[src/rtl/core/midi_byte_stream_parser_top_assert.svh]
// Assertion macros for the MIDI byte stream parser.
`ifndef MIDI_BYTE_STREAM_PARSER_TOP_ASSERT_SVH
`define MIDI_BYTE_STREAM_PARSER_TOP_ASSERT_SVH
`ifndef SYNTHESIS
// Same-cycle implication, checked outside reset.
`define MBSP_ASSERT_HOLDS(label, clk, rst, ante, cons, msg) \
   label: assert property (@(posedge clk) disable iff (rst) (ante) |-> (cons)) \
      else $error(msg);
// Next-cycle implication, checked outside reset.
`define MBSP_ASSERT_NEXT(label, clk, rst, ante, cons, msg) \
   label: assert property (@(posedge clk) disable iff (rst) (ante) |=> (cons)) \
      else $error(msg);
`else
`define MBSP_ASSERT_HOLDS(label, clk, rst, ante, cons, msg)
`define MBSP_ASSERT_NEXT(label, clk, rst, ante, cons, msg)
`endif
`endif

[src/rtl/core/mbsp_pkg.sv]
// Shared types and constants of the MIDI byte stream parser.
package mbsp_pkg;

   localparam int PORT_W        = 3;
   localparam int BYTE_W        = 8;
   localparam int LEN_W         = 2;
   localparam int CHAN_W        = 4;
   localparam int NUM_PORTS_DEF = 8;
   localparam int MAX_PORTS     = 1 << PORT_W;

   // Per-port parse mode
   typedef enum logic [2:0] {
      MODE_IDLE  = 3'd0,
      MODE_DATA0 = 3'd1,
      MODE_DATA1 = 3'd2,
      MODE_SX0   = 3'd3,
      MODE_SX1   = 3'd4
   } mode_type;

   // Channel status codes (channel nibble zero)
   localparam logic [7:0] ST_NOTE_OFF = 8'h80;
   localparam logic [7:0] ST_NOTE_ON  = 8'h90;
   localparam logic [7:0] ST_POLY_AT  = 8'hA0;
   localparam logic [7:0] ST_CTRL     = 8'hB0;
   localparam logic [7:0] ST_PROG     = 8'hC0;
   localparam logic [7:0] ST_CHAN_AT  = 8'hD0;
   localparam logic [7:0] ST_BEND     = 8'hE0;

   // System common codes
   localparam logic [7:0] ST_SYSEX    = 8'hF0;
   localparam logic [7:0] ST_QFRAME   = 8'hF1;
   localparam logic [7:0] ST_SONG_POS = 8'hF2;
   localparam logic [7:0] ST_SONG_SEL = 8'hF3;
   localparam logic [7:0] ST_TUNE     = 8'hF6;
   localparam logic [7:0] ST_EOX      = 8'hF7;

   // Realtime codes
   localparam logic [7:0] RT_CLOCK    = 8'hF8;
   localparam logic [7:0] RT_START    = 8'hFA;
   localparam logic [7:0] RT_CONT     = 8'hFB;
   localparam logic [7:0] RT_STOP     = 8'hFC;
   localparam logic [7:0] RT_SENSE    = 8'hFE;
   localparam logic [7:0] RT_RESET    = 8'hFF;

   localparam logic [7:0] HI_MASK     = 8'hF0;
   localparam logic [7:0] VEL_RELEASE = 8'h40;

   // Message lengths
   localparam logic [LEN_W-1:0] LEN_NONE = 2'd0;
   localparam logic [LEN_W-1:0] LEN_1    = 2'd1;
   localparam logic [LEN_W-1:0] LEN_2    = 2'd2;
   localparam logic [LEN_W-1:0] LEN_3    = 2'd3;

   // Parse context held per port
   typedef struct packed {
      mode_type            mode;
      logic [BYTE_W-1:0]   status;
      logic [CHAN_W-1:0]   channel;
      logic [BYTE_W-1:0]   first_data;
   } ctx_type;

   localparam ctx_type CTX_RESET = '{MODE_IDLE, 8'h00, 4'h0, 8'h00};

   // One assembled message
   typedef struct packed {
      logic [PORT_W-1:0]   port;
      logic [LEN_W-1:0]    len;
      logic [BYTE_W-1:0]   status;
      logic [BYTE_W-1:0]   data0;
      logic [BYTE_W-1:0]   data1;
   } msg_type;

endpackage

[src/rtl/core/mbsp_req_if.sv]
// Byte input channel of the MIDI byte stream parser.
interface mbsp_req_if;
   logic                          valid;
   logic                          ready;
   logic [mbsp_pkg::PORT_W-1:0]   port;
   logic [mbsp_pkg::BYTE_W-1:0]   rx_byte;

   modport source (output valid, output port, output rx_byte, input ready);
   modport sink   (input valid, input port, input rx_byte, output ready);
endinterface

[src/rtl/core/mbsp_rsp_if.sv]
// Message output channel of the MIDI byte stream parser.
interface mbsp_rsp_if;
   logic                          valid;
   logic                          ready;
   logic [mbsp_pkg::PORT_W-1:0]   msg_port;
   logic [mbsp_pkg::LEN_W-1:0]    msg_len;
   logic [mbsp_pkg::BYTE_W-1:0]   msg_status;
   logic [mbsp_pkg::BYTE_W-1:0]   msg_data0;
   logic [mbsp_pkg::BYTE_W-1:0]   msg_data1;

   modport source (output valid, output msg_port, output msg_len, output msg_status,
                   output msg_data0, output msg_data1, input ready);
   modport sink   (input valid, input msg_port, input msg_len, input msg_status,
                   input msg_data0, input msg_data1, output ready);
endinterface

[src/rtl/core/mbsp_ctx_store.sv]
// Per-port parse context registers with one read and one write port.
module mbsp_ctx_store #(
   parameter int NUM_PORTS = mbsp_pkg::NUM_PORTS_DEF
) (
   input  logic                          clock,
   input  logic                          reset,
   input  logic [mbsp_pkg::PORT_W-1:0]   rd_port,
   output mbsp_pkg::ctx_type             rd_ctx,
   input  logic                          wr_en,
   input  logic [mbsp_pkg::PORT_W-1:0]   wr_port,
   input  mbsp_pkg::ctx_type             wr_ctx
);
   import mbsp_pkg::*;

   // Only ports reachable by the port field need a context
   localparam int CTX_DEPTH = (NUM_PORTS < MAX_PORTS) ? NUM_PORTS : MAX_PORTS;
   localparam int CTX_IW    = (CTX_DEPTH > 1) ? $clog2(CTX_DEPTH) : 1;

   ctx_type             ctx_ff [CTX_DEPTH];
   logic [CTX_IW-1:0]   rd_idx;
   logic [CTX_IW-1:0]   wr_idx;

   assign rd_idx = rd_port[CTX_IW-1:0];
   assign wr_idx = wr_port[CTX_IW-1:0];

   // Read; unreachable entries read as reset context
   always_comb begin
      rd_ctx = CTX_RESET;
      if (int'(rd_port) < CTX_DEPTH) begin
         rd_ctx = ctx_ff[rd_idx];
      end
   end

   // Context update
   always_ff @(posedge clock) begin
      if (reset) begin
         for (int i = 0; i < CTX_DEPTH; i++) begin
            ctx_ff[i] <= CTX_RESET;
         end
      end else if (wr_en && (int'(wr_port) < CTX_DEPTH)) begin
         ctx_ff[wr_idx] <= wr_ctx;
      end
   end

endmodule

[src/rtl/core/mbsp_step.sv]
// Parse step: next context and completed message for one byte.
module mbsp_step (
   input  logic [mbsp_pkg::PORT_W-1:0]   port,
   input  logic [mbsp_pkg::BYTE_W-1:0]   rx_byte,
   input  mbsp_pkg::ctx_type             ctx,
   output mbsp_pkg::ctx_type             nxt_ctx,
   output logic                          emit,
   output mbsp_pkg::msg_type             msg
);
   import mbsp_pkg::*;

   logic                is_status;
   logic                is_system;
   logic [BYTE_W-1:0]   st_ch;

   assign is_status = rx_byte[7];
   assign is_system = (rx_byte & HI_MASK) == HI_MASK;
   assign st_ch     = ctx.status | {4'h0, ctx.channel};

   // Next parse context
   always_comb begin
      nxt_ctx = ctx;
      if (is_status) begin
         if (is_system) begin
            case (rx_byte) inside
               ST_SONG_POS, ST_SONG_SEL: begin
                  nxt_ctx.channel = '0;
                  nxt_ctx.status  = rx_byte;
                  nxt_ctx.mode    = MODE_DATA0;
               end
               ST_SYSEX: begin
                  nxt_ctx.channel = '0;
                  nxt_ctx.status  = rx_byte;
                  nxt_ctx.mode    = MODE_SX0;
               end
               ST_QFRAME, ST_TUNE, RT_CLOCK, RT_START, RT_CONT, RT_STOP, RT_SENSE: begin
               end
               ST_EOX: begin
                  nxt_ctx.mode = MODE_IDLE;
               end
               // system reset and undefined system bytes
               default: begin
                  nxt_ctx.status  = '0;
                  nxt_ctx.channel = '0;
                  nxt_ctx.mode    = MODE_IDLE;
               end
            endcase
         end else begin
            nxt_ctx.channel = rx_byte[3:0];
            nxt_ctx.status  = rx_byte & HI_MASK;
            nxt_ctx.mode    = MODE_DATA0;
         end
      end else begin
         unique case (ctx.mode)
            MODE_DATA0: begin
               nxt_ctx.first_data = rx_byte;
               if (ctx.status == ST_SONG_SEL) begin
                  nxt_ctx.status  = '0;
                  nxt_ctx.channel = '0;
                  nxt_ctx.mode    = MODE_IDLE;
               end else if (ctx.status != ST_PROG && ctx.status != ST_CHAN_AT) begin
                  nxt_ctx.mode = MODE_DATA1;
               end
            end
            MODE_DATA1: begin
               if (ctx.status == ST_SONG_POS) begin
                  nxt_ctx.status  = '0;
                  nxt_ctx.channel = '0;
                  nxt_ctx.mode    = MODE_IDLE;
               end else begin
                  nxt_ctx.mode = MODE_DATA0;
               end
            end
            MODE_SX0: begin
               nxt_ctx.first_data = rx_byte;
               nxt_ctx.mode       = MODE_SX1;
            end
            MODE_SX1: begin
               nxt_ctx.mode = MODE_IDLE;
            end
            // idle: data byte opens a SysEx continuation chunk
            default: begin
               nxt_ctx.status = rx_byte;
               nxt_ctx.mode   = MODE_SX0;
            end
         endcase
      end
   end

   // Completed message
   always_comb begin
      emit       = 1'b0;
      msg.port   = port;
      msg.len    = LEN_NONE;
      msg.status = '0;
      msg.data0  = '0;
      msg.data1  = '0;
      if (is_status) begin
         if (is_system) begin
            case (rx_byte) inside
               ST_TUNE, RT_CLOCK, RT_START, RT_CONT, RT_STOP, RT_SENSE, RT_RESET: begin
                  emit       = 1'b1;
                  msg.len    = LEN_1;
                  msg.status = rx_byte;
               end
               ST_EOX: begin
                  emit = 1'b1;
                  if (ctx.mode == MODE_SX1) begin
                     msg.len    = LEN_3;
                     msg.status = ctx.status;
                     msg.data0  = ctx.first_data;
                     msg.data1  = ST_EOX;
                  end else if (ctx.mode == MODE_SX0) begin
                     msg.len    = LEN_2;
                     msg.status = ctx.status;
                     msg.data0  = ST_EOX;
                  end else begin
                     msg.len    = LEN_1;
                     msg.status = ST_EOX;
                  end
               end
               default: begin
               end
            endcase
         end else if (ctx.mode == MODE_SX0 || ctx.mode == MODE_SX1) begin
            // channel status breaks SysEx: close it with a lone end byte
            emit       = 1'b1;
            msg.len    = LEN_1;
            msg.status = ST_EOX;
         end
      end else begin
         unique case (ctx.mode)
            MODE_DATA0: begin
               if (ctx.status == ST_SONG_SEL) begin
                  emit       = 1'b1;
                  msg.len    = LEN_2;
                  msg.status = ST_SONG_SEL;
                  msg.data0  = rx_byte;
               end else if (ctx.status == ST_PROG || ctx.status == ST_CHAN_AT) begin
                  emit       = 1'b1;
                  msg.len    = LEN_2;
                  msg.status = st_ch;
                  msg.data0  = rx_byte;
               end
            end
            MODE_DATA1: begin
               msg.len   = LEN_3;
               msg.data0 = ctx.first_data;
               msg.data1 = rx_byte;
               case (ctx.status) inside
                  ST_SONG_POS: begin
                     emit       = 1'b1;
                     msg.status = ST_SONG_POS;
                  end
                  ST_NOTE_ON: begin
                     emit = 1'b1;
                     if (rx_byte == '0) begin
                        // note-on at zero velocity is a release
                        msg.status = ST_NOTE_OFF | {4'h0, ctx.channel};
                        msg.data1  = VEL_RELEASE;
                     end else begin
                        msg.status = st_ch;
                     end
                  end
                  ST_NOTE_OFF, ST_POLY_AT, ST_CTRL, ST_BEND: begin
                     emit       = 1'b1;
                     msg.status = st_ch;
                  end
                  default: begin
                     msg.len   = LEN_NONE;
                     msg.data0 = '0;
                     msg.data1 = '0;
                  end
               endcase
            end
            MODE_SX1: begin
               emit       = 1'b1;
               msg.len    = LEN_3;
               msg.status = ctx.status;
               msg.data0  = ctx.first_data;
               msg.data1  = rx_byte;
            end
            default: begin
            end
         endcase
      end
   end

endmodule

[src/rtl/core/midi_byte_stream_parser_top.sv]
// Top level of the MIDI byte stream parser.
//
// req_chan carries one MIDI byte and the port it came in on; rsp_chan
// carries assembled messages (length 1 to 3, unused bytes zero). A byte
// transfer on req_chan yields zero or one message, in arrival order.
// Each port keeps its own running status, parse mode and held data byte;
// bytes on ports at or above NUM_PORTS are dropped without effect.
// Path: a byte is held in the input register while it is parsed; its
// message is then registered in the output register for rsp_chan.
// Throughput: one byte per cycle unless a message waits on a stalled
// rsp_chan; the parse of a byte is one context read, a short decode and
// a context write-back in the same cycle, so the next byte on the same
// port sees the updated context at once.
// When rsp_chan stalls, the finished message waits in the output register
// and one further byte is still taken into the input register; bytes that
// make no message keep flowing past a waiting one.
// Reset (synchronous, active high) empties both registers and puts every
// port back to idle with no running status.
`include "midi_byte_stream_parser_top_assert.svh"
module midi_byte_stream_parser_top #(
   parameter int NUM_PORTS = mbsp_pkg::NUM_PORTS_DEF
) (
   input  logic        clock,
   input  logic        reset,
   mbsp_req_if.sink    req_chan,
   mbsp_rsp_if.source  rsp_chan
);
   import mbsp_pkg::*;

   logic                in_vld_ff;
   logic                in_vld_in;
   logic [PORT_W-1:0]   in_port_ff;
   logic [BYTE_W-1:0]   in_byte_ff;
   logic                out_vld_ff;
   logic                out_vld_in;
   msg_type             out_msg_ff;

   ctx_type             cur_ctx;
   ctx_type             nxt_ctx;
   msg_type             step_msg;
   logic                step_emit;
   logic                port_ok;
   logic                fire;
   logic                advance;
   logic                req_xfer;

   // Context storage
   mbsp_ctx_store #(
      .NUM_PORTS (NUM_PORTS)
   ) u_ctx_store (
      .clock   (clock),
      .reset   (reset),
      .rd_port (in_port_ff),
      .rd_ctx  (cur_ctx),
      .wr_en   (advance && port_ok),
      .wr_port (in_port_ff),
      .wr_ctx  (nxt_ctx)
   );

   // Parse logic
   mbsp_step u_step (
      .port    (in_port_ff),
      .rx_byte (in_byte_ff),
      .ctx     (cur_ctx),
      .nxt_ctx (nxt_ctx),
      .emit    (step_emit),
      .msg     (step_msg)
   );

   // Flow control
   assign port_ok  = int'(in_port_ff) < NUM_PORTS;
   assign fire     = step_emit && port_ok;
   assign advance  = in_vld_ff && (!fire || !out_vld_ff || rsp_chan.ready);
   assign req_chan.ready = !in_vld_ff || advance;
   assign req_xfer = req_chan.valid && req_chan.ready;

   always_comb begin
      in_vld_in = in_vld_ff;
      if (req_xfer) begin
         in_vld_in = 1'b1;
      end else if (advance) begin
         in_vld_in = 1'b0;
      end
   end

   assign out_vld_in = (advance && fire) || (out_vld_ff && !rsp_chan.ready);

   // Control registers
   always_ff @(posedge clock) begin
      if (reset) begin
         in_vld_ff  <= 1'b0;
         out_vld_ff <= 1'b0;
      end else begin
         in_vld_ff  <= in_vld_in;
         out_vld_ff <= out_vld_in;
      end
   end

   // Payload registers
   always_ff @(posedge clock) begin
      if (req_xfer) begin
         in_port_ff <= req_chan.port;
         in_byte_ff <= req_chan.rx_byte;
      end
      if (advance && fire) begin
         out_msg_ff <= step_msg;
      end
   end

   // Output drive
   assign rsp_chan.valid      = out_vld_ff;
   assign rsp_chan.msg_port   = out_msg_ff.port;
   assign rsp_chan.msg_len    = out_msg_ff.len;
   assign rsp_chan.msg_status = out_msg_ff.status;
   assign rsp_chan.msg_data0  = out_msg_ff.data0;
   assign rsp_chan.msg_data1  = out_msg_ff.data1;

   // Checks
   `MBSP_ASSERT_HOLDS(a_len_nonzero, clock, reset, rsp_chan.valid, rsp_chan.msg_len != LEN_NONE, "message with zero length")
   `MBSP_ASSERT_HOLDS(a_port_range, clock, reset, rsp_chan.valid, int'(rsp_chan.msg_port) < NUM_PORTS, "message on unused port")
   `MBSP_ASSERT_HOLDS(a_short_pad, clock, reset, rsp_chan.valid && rsp_chan.msg_len == LEN_1, rsp_chan.msg_data0 == '0 && rsp_chan.msg_data1 == '0, "one-byte message has nonzero data")
   `MBSP_ASSERT_NEXT(a_req_lands, clock, reset, req_xfer, in_vld_ff, "accepted byte not held")

endmodule

[src/flat_wrapper.sv]
// flat-port wrapper written by rule: the top's interface ports become plain ports
module midi_byte_stream_parser_top_flat import mbsp_pkg::*;
#(
   parameter int NUM_PORTS = mbsp_pkg::NUM_PORTS_DEF
)
  (clock, reset, req_chan_valid, req_chan_port, req_chan_rx_byte, req_chan_ready, rsp_chan_valid, rsp_chan_msg_port, rsp_chan_msg_len, rsp_chan_msg_status, rsp_chan_msg_data0, rsp_chan_msg_data1, rsp_chan_ready);
  mbsp_req_if req_chan_i ();
  mbsp_rsp_if rsp_chan_i ();
  input  logic clock;
  input  logic reset;
  input wire logic [$bits(req_chan_i.valid)-1:0] req_chan_valid;
  input wire logic [$bits(req_chan_i.port)-1:0] req_chan_port;
  input wire logic [$bits(req_chan_i.rx_byte)-1:0] req_chan_rx_byte;
  output wire logic [$bits(req_chan_i.ready)-1:0] req_chan_ready;
  output wire logic [$bits(rsp_chan_i.valid)-1:0] rsp_chan_valid;
  output wire logic [$bits(rsp_chan_i.msg_port)-1:0] rsp_chan_msg_port;
  output wire logic [$bits(rsp_chan_i.msg_len)-1:0] rsp_chan_msg_len;
  output wire logic [$bits(rsp_chan_i.msg_status)-1:0] rsp_chan_msg_status;
  output wire logic [$bits(rsp_chan_i.msg_data0)-1:0] rsp_chan_msg_data0;
  output wire logic [$bits(rsp_chan_i.msg_data1)-1:0] rsp_chan_msg_data1;
  input wire logic [$bits(rsp_chan_i.ready)-1:0] rsp_chan_ready;
  assign req_chan_i.valid = req_chan_valid;
  assign req_chan_i.port = req_chan_port;
  assign req_chan_i.rx_byte = req_chan_rx_byte;
  assign req_chan_ready = req_chan_i.ready;
  assign rsp_chan_valid = rsp_chan_i.valid;
  assign rsp_chan_msg_port = rsp_chan_i.msg_port;
  assign rsp_chan_msg_len = rsp_chan_i.msg_len;
  assign rsp_chan_msg_status = rsp_chan_i.msg_status;
  assign rsp_chan_msg_data0 = rsp_chan_i.msg_data0;
  assign rsp_chan_msg_data1 = rsp_chan_i.msg_data1;
  assign rsp_chan_i.ready = rsp_chan_ready;
  midi_byte_stream_parser_top #(.NUM_PORTS(NUM_PORTS)) u_core (.clock(clock), .reset(reset), .req_chan(req_chan_i), .rsp_chan(rsp_chan_i));
endmodule
[config.mk]
export PLATFORM = sky130hd
export DESIGN_NAME = midi_byte_stream_parser_top_flat
export DESIGN_NICKNAME = d
export VERILOG_FILES = /design/src/rtl/core/mbsp_pkg.sv /design/src/rtl/core/mbsp_req_if.sv /design/src/rtl/core/mbsp_rsp_if.sv /design/src/rtl/core/mbsp_ctx_store.sv /design/src/rtl/core/mbsp_step.sv /design/src/rtl/core/midi_byte_stream_parser_top.sv /design/src/flat_wrapper.sv
export VERILOG_INCLUDE_DIRS = /design/src /design/src/rtl/core
export SDC_FILE = /design/constraint.sdc
export NUM_CORES = 1
export LEC_CHECK = 0
export BUFFER_PORTS_ARGS = -buffer_cell sky130_fd_sc_hd__buf_2
export CAP_MARGIN = 20
export CELL_PAD_IN_SITES_DETAIL_PLACEMENT = 0
export CELL_PAD_IN_SITES_GLOBAL_PLACEMENT = 1
export CORE_AREA = 2 2 161 163
export DETAILED_ROUTE_END_ITERATION = 16
export DIE_AREA = 0 0 163 165
export PLACE_DENSITY_LB_ADDON = 0.1
export REMOVE_ABC_BUFFERS = 1
export SYNTH_ARGS = -nofsm -noshare
export SYNTH_HDL_FRONTEND = slang
export SYNTH_SLANG_ARGS = --single-unit
[constraint.sdc]
create_clock -name clock -period 10.7 [get_ports clock]
set_input_delay 0 -clock clock [delete_from_list [all_inputs] [get_ports clock]]
set_output_delay 0 -clock clock [all_outputs]
set_load 0.02 [all_outputs]
======== After elaboration in Yosys (flattened, before gate mapping) ========
Memories as Yosys holds them, arrays and structs flattened. A register that Yosys moved wholly into a read port is not among the register bits.
Cells that the tools add are included.
storage, ports and cells
  register bits after elaboration ......... 42
  memory bits (writable) .................. 184
  input bits .............................. 15
  output and inout port bits .............. 31
  word-level logic and storage cells ...... 134
  memories kept ........................... 1
operators by class
  equal/unequal tests ..................... 28
  mux-type cells .......................... 71
  bitwise gates (word level) .............. 1
  reduce and logical (&&, ||, !) cells .... 24
memories
  memory                     depth  bits a word  read ports  clocked after Yosys merged registers in  wr ports  RTL line              RTL
  u_core.u_ctx_store.ctx_ff  8      23           1           1                                        8         mbsp_ctx_store.sv:19  ctx_type ctx_ff [CTX_DEPTH];
operators by type and width
  operator              number
  $eq A8 B8 Y1 const B  21
  $mux W8               13
  $mux W12              6
  $mux W18              3
  $pmux W18 S3          1
  $mux W16              3
  $mux W10              4
  $mux W15              2
  $mux W26              1
  $pmux W8 S3           1
  $mux W23              1
  $reduce_or A23 Y1     1
  $mux W3               7
  $mux W1               19
  $ne A8 B8 Y1 const B  2
  $pmux W8 S2           1
  $mux W7               2
  $reduce_or A7 Y1      2
  $pmux W3 S4           1
  $mux W9               1
  $logic_not A8 Y1      1
  $or A8 B4 Y8          1
  $pmux W4 S2           1
  $eq A3 B2 Y1 const B  2
  other kinds (11)      27

======== Depth between registers and ports, before layout ========
  depth in word-level cells ............... 16
  gate-level depth with buffers ........... 11

======== Hierarchy ========
From an unflattened synthesis, not the netlist that was laid out.
second synthesis, totals
  cell total of the unflattened synthesis .. 831
  area, all modules ....................... 11,212.0 µm²
modules (own cells, without submodules)
  module                       instances  cells each  area an instance (µm²)  sequential area each (µm²)
  mbsp_ctx_store               1          527         8,346.8                 5,525.3
  mbsp_step                    1          252         1,560.2                 0.0
  midi_byte_stream_parser_top  1          52          1,305.0                 1,241.2

======== Worst setup path before layout ========
Ideal clock, no wire load.
  kind .................................... flip-flop to flip-flop
  start point ............................. register (tool-made name)
  end point ............................... memory u_core.u_ctx_store.ctx_ff[2][0] (netlist name), enable pin
  library setup time ...................... 383 ps
  arrival ................................. 3,159 ps
  data required time ...................... 10,317 ps
  path slack .............................. 7,158 ps
  stages on the path, launching flop included .. 11
  buffers on the path ..................... 2
  clock period less this slack ............ 3,542 ps
  cell sequence ........................... dfxtp_1 -> buf_6 -> buf_6 -> mux4_2 -> mux2i_4 -> nor4_1 -> o2111ai_4 -> o211ai_2 -> a2bb2oi_4 -> nand4_4 -> nand2b_1
RTL lines
  what           RTL line
  end, declared  mbsp_ctx_store.sv:19

==> flow_metrics.py <==
metrics = {
    "cts": {
        "cts-root-buf": "clkbuf_16",
        "clk_latency_ps": 550,
        "cts_sinks": 229,
        "numCtsBuffers": 25,
        "clk_pin_slew_ps": 60,
        "cts_htree_levels": 1,
        "cts_setup_buffers": 0,
        "cts_buffer_depth": 3,
        "cts_tree": "yes",
    },
    "final_layout": {
        "layout-drive-gt1-share": 0.227,
        "mostFrequentLayoutCell": "edfxtp_1",
        "fin_cells": 1235,
        "nNetsFinal": 904,
        "antennaDiodeCount": 0,
        "area.growth.synth_to_final_pct": 15.1,
        "final_cell_mix": "edfxtp_1, nor2_1, nand2_1, buf_2, mux4_2",
    },
    "run": {
        "cap_viol_max_count": 0,
    },
    "floorplan": {
        "die_h_um": 165,
        "initial_utilization": 0.438,
        "die_area_sq_mm": 0.0269,
        "die_w_um": 163,
        "pin_count": 46,
        "core_sq_mm": 0.0250,
        "rows": 58,
    },
    "synth": {
        "syn-cell-area_sq_mm": 0.0110,
        "synth_seq_cells": 229,
        "yosys_warnings": 0,
        "syn_avg_cell_area_sq_um": 13.4,
        "synth_cells": 817,
        "synth_cell_types": 65,
        "seq_area_frac_synth": 0.622,
        "synth_async_sr_flop_share": 0,
        "synth_edf_count": 224,
        "ys.flop_type": "edfxtp_1",
    },
    "global_routing": {
        "grt.total_usage": 0.261,
        "grt_max_degree": 45,
        "grt_pass1_vias": 7192,
        "grt_overflow": 0,
        "grt_pass1_wl_mm": 49.5,
        "grt_antenna_before_repair": 0,
    },
    "drt": {
        "routedWlPerCell_um": 27.8,
        "wirelength_mm": 34.3,
        "avgViaCountPerCell": 5.99,
        "via_count": 7400,
        "drtPass1Iterations": 5,
        "post-route-drc-count": 0,
        "antenna_left": 0,
        "drt-initial-drc-count": 831,
    },
    "placed_design": {
        "hpwl_mm": 24.8,
        "gp_congestion": 0.930,
        "dp.cells": 1166,
        "portBuffers": 45,
    },
    "setup_path": {
        "cp.required_ps": 10960,
        "cp_data_arrival_time_ps": 5040,
        "start_kind": "register",
        "worstSetupPathType": "register to register",
        "crit_fanout": 44,
        "endpoint_kind": "register",
        "reg2regPathDepth": 10,
    },
    "sta": {
        "hold_violations": 0,
        "fin_crit_sh": 0.447,
        "rsz0062_at_grt": "no",
        "tns_ps": 0,
        "skew_ps": 12.1,
        "max_freq_ghz": 0.209,
        "slew_viol_final": 0,
        "worstMarginPinSlew_ps": 1080,
        "maxSlewHeadroom": 0.257,
        "fin_crit_ps": 4780,
        "setup_viol_count_final": 0,
    },
    "power_and_ir_drop": {
        "p_leak_nw": 4.49,
        "power_mw": 2.24,
        "power.density_mw_per_mm2": 177,
        "worst_ir_drop_vdd_mv": 0.135,
    },
    "run_status": {
        "outcome": "finished clean",
    },
    "hold_path": {
        "worstHoldPathType": "input pin to register",
        "hold_depth": 2,
    },
}
-- worst max-delay path, cell delays in order, from the launching register on --
cell       delay [ps]
dfxtp_2           310
buf_4             650
mux4_2            660
mux2i_2           330
o21ai_0           220
a22oi_1           270
o211ai_2          160
a2bb2oi_4         560
nand3_4           410
nand2b_1          650
buf_8             240
-- Yosys cell counts, types with 13 or more instances --
cell type | n | share of area
nand2_1 | 45 | 0.015
o21ai_0 | 25 | 0.011
edfxtp_1 | 224 | 0.61
mux2_2 | 18 | 0.018
clkbuf_1 | 17 | 0.0058
buf_2 | 14 | 0.0064
nor2_1 | 212 | 0.072
mux2i_1 | 13 | 0.012
nand3_1 | 14 | 0.0064
mux4_2 | 43 | 0.088
nand2b_1 | 14 | 0.0080
a21oi_1 | 21 | 0.0096
-- timing repair --
| action | in CTS | in global routing |
|---|---|---|
| hold endpoints to repair | 16 | 0 |
| hold buffers | 15 | 0 |
| resized for setup | 0 | 0 |
-- cells by family (layout without fill, tap and decap cells) --
group / count (synthesis) / count (layout) / synth area share
mux: 90 / 90 / 0.139
xor+xnor: 1 / 1 / 0.000798
compound gates: 112 / 112 / 0.0711
buf+inv: 55 / 143 / 0.0279
flops: 229 / 229 / 0.622
simple gates: 330 / 330 / 0.139
-- flip-flops by register name, indices dropped and copies added (netlist names), named ones only --
signal and count:
u_core.u_ctx_store.ctx_ff 184, u_core.rsp_chan.valid 1, u_core.in_vld_ff 1, u_core.in_byte_ff 8, u_core.rsp_chan.msg_status 8, u_core.rsp_chan.msg_data1 8, u_core.rsp_chan.msg_data0 8, u_core.rsp_chan.msg_len 2
u_core.in_port_ff 3, u_core.rsp_chan.msg_port 3
-- metrics by stage --
step	util	hold WS, ps	instance area [sq um]	worst slack (ps)
after global placement	0.459	181	11500	5580
after CTS	0.497	173	12400	5420
final	0.505	179	12600	5920
after detailed placement	0.459	179	11500	5470
after floorplan	-	69.1	10700	5510
after global routing	0.505	181	12600	5610
-- cell type report --
cell class              count  area (sq um)
clock buffers              27           633
clock inverters            16           168
fillers                  2189         12400
inverters                  11          41.3
multi-input cells         533          3850
flip-flops and latches    229          6830
well taps                 330           413
repair buffers             89           699
-- path summary, 6_finish.rpt --
path              slack (ps)                                       endpoint                            from
hold reg to reg          650          u_core.rsp_chan.msg_port[2]$_DFFE_PP_  u_core.in_port_ff[2]$_DFFE_PN_
setup reg to reg        5920  u_core.u_ctx_store.ctx_ff[0][2]$_SDFFCE_PN0P_                        register
hold / removal           180                 u_core.in_byte_ff[2]$_DFFE_PN_             req_chan_rx_byte[2]
setup / recovery        5920  u_core.u_ctx_store.ctx_ff[0][2]$_SDFFCE_PN0P_                        register
-- where the power goes --
group          internal, mW  total [mW]  leakage (nW)  switching (mW)
sequential             1.02        1.06          2.32          0.0330
combinational         0.112       0.321          1.78           0.209
clock                 0.499       0.858         0.388           0.359
-- layer usage --
metal | GRT usage | vias to the layer above | wire length, um
met4 | 0.107 | 0 | 1560
met3 | 0.0434 | 75 | 3020
met1 | 0.358 | 3733 | 14000
met5 | 0 | - | 0
met2 | 0.415 | 380 | 15800
li1 | - | 3212 | -
(Power assumes the default switching activity.)
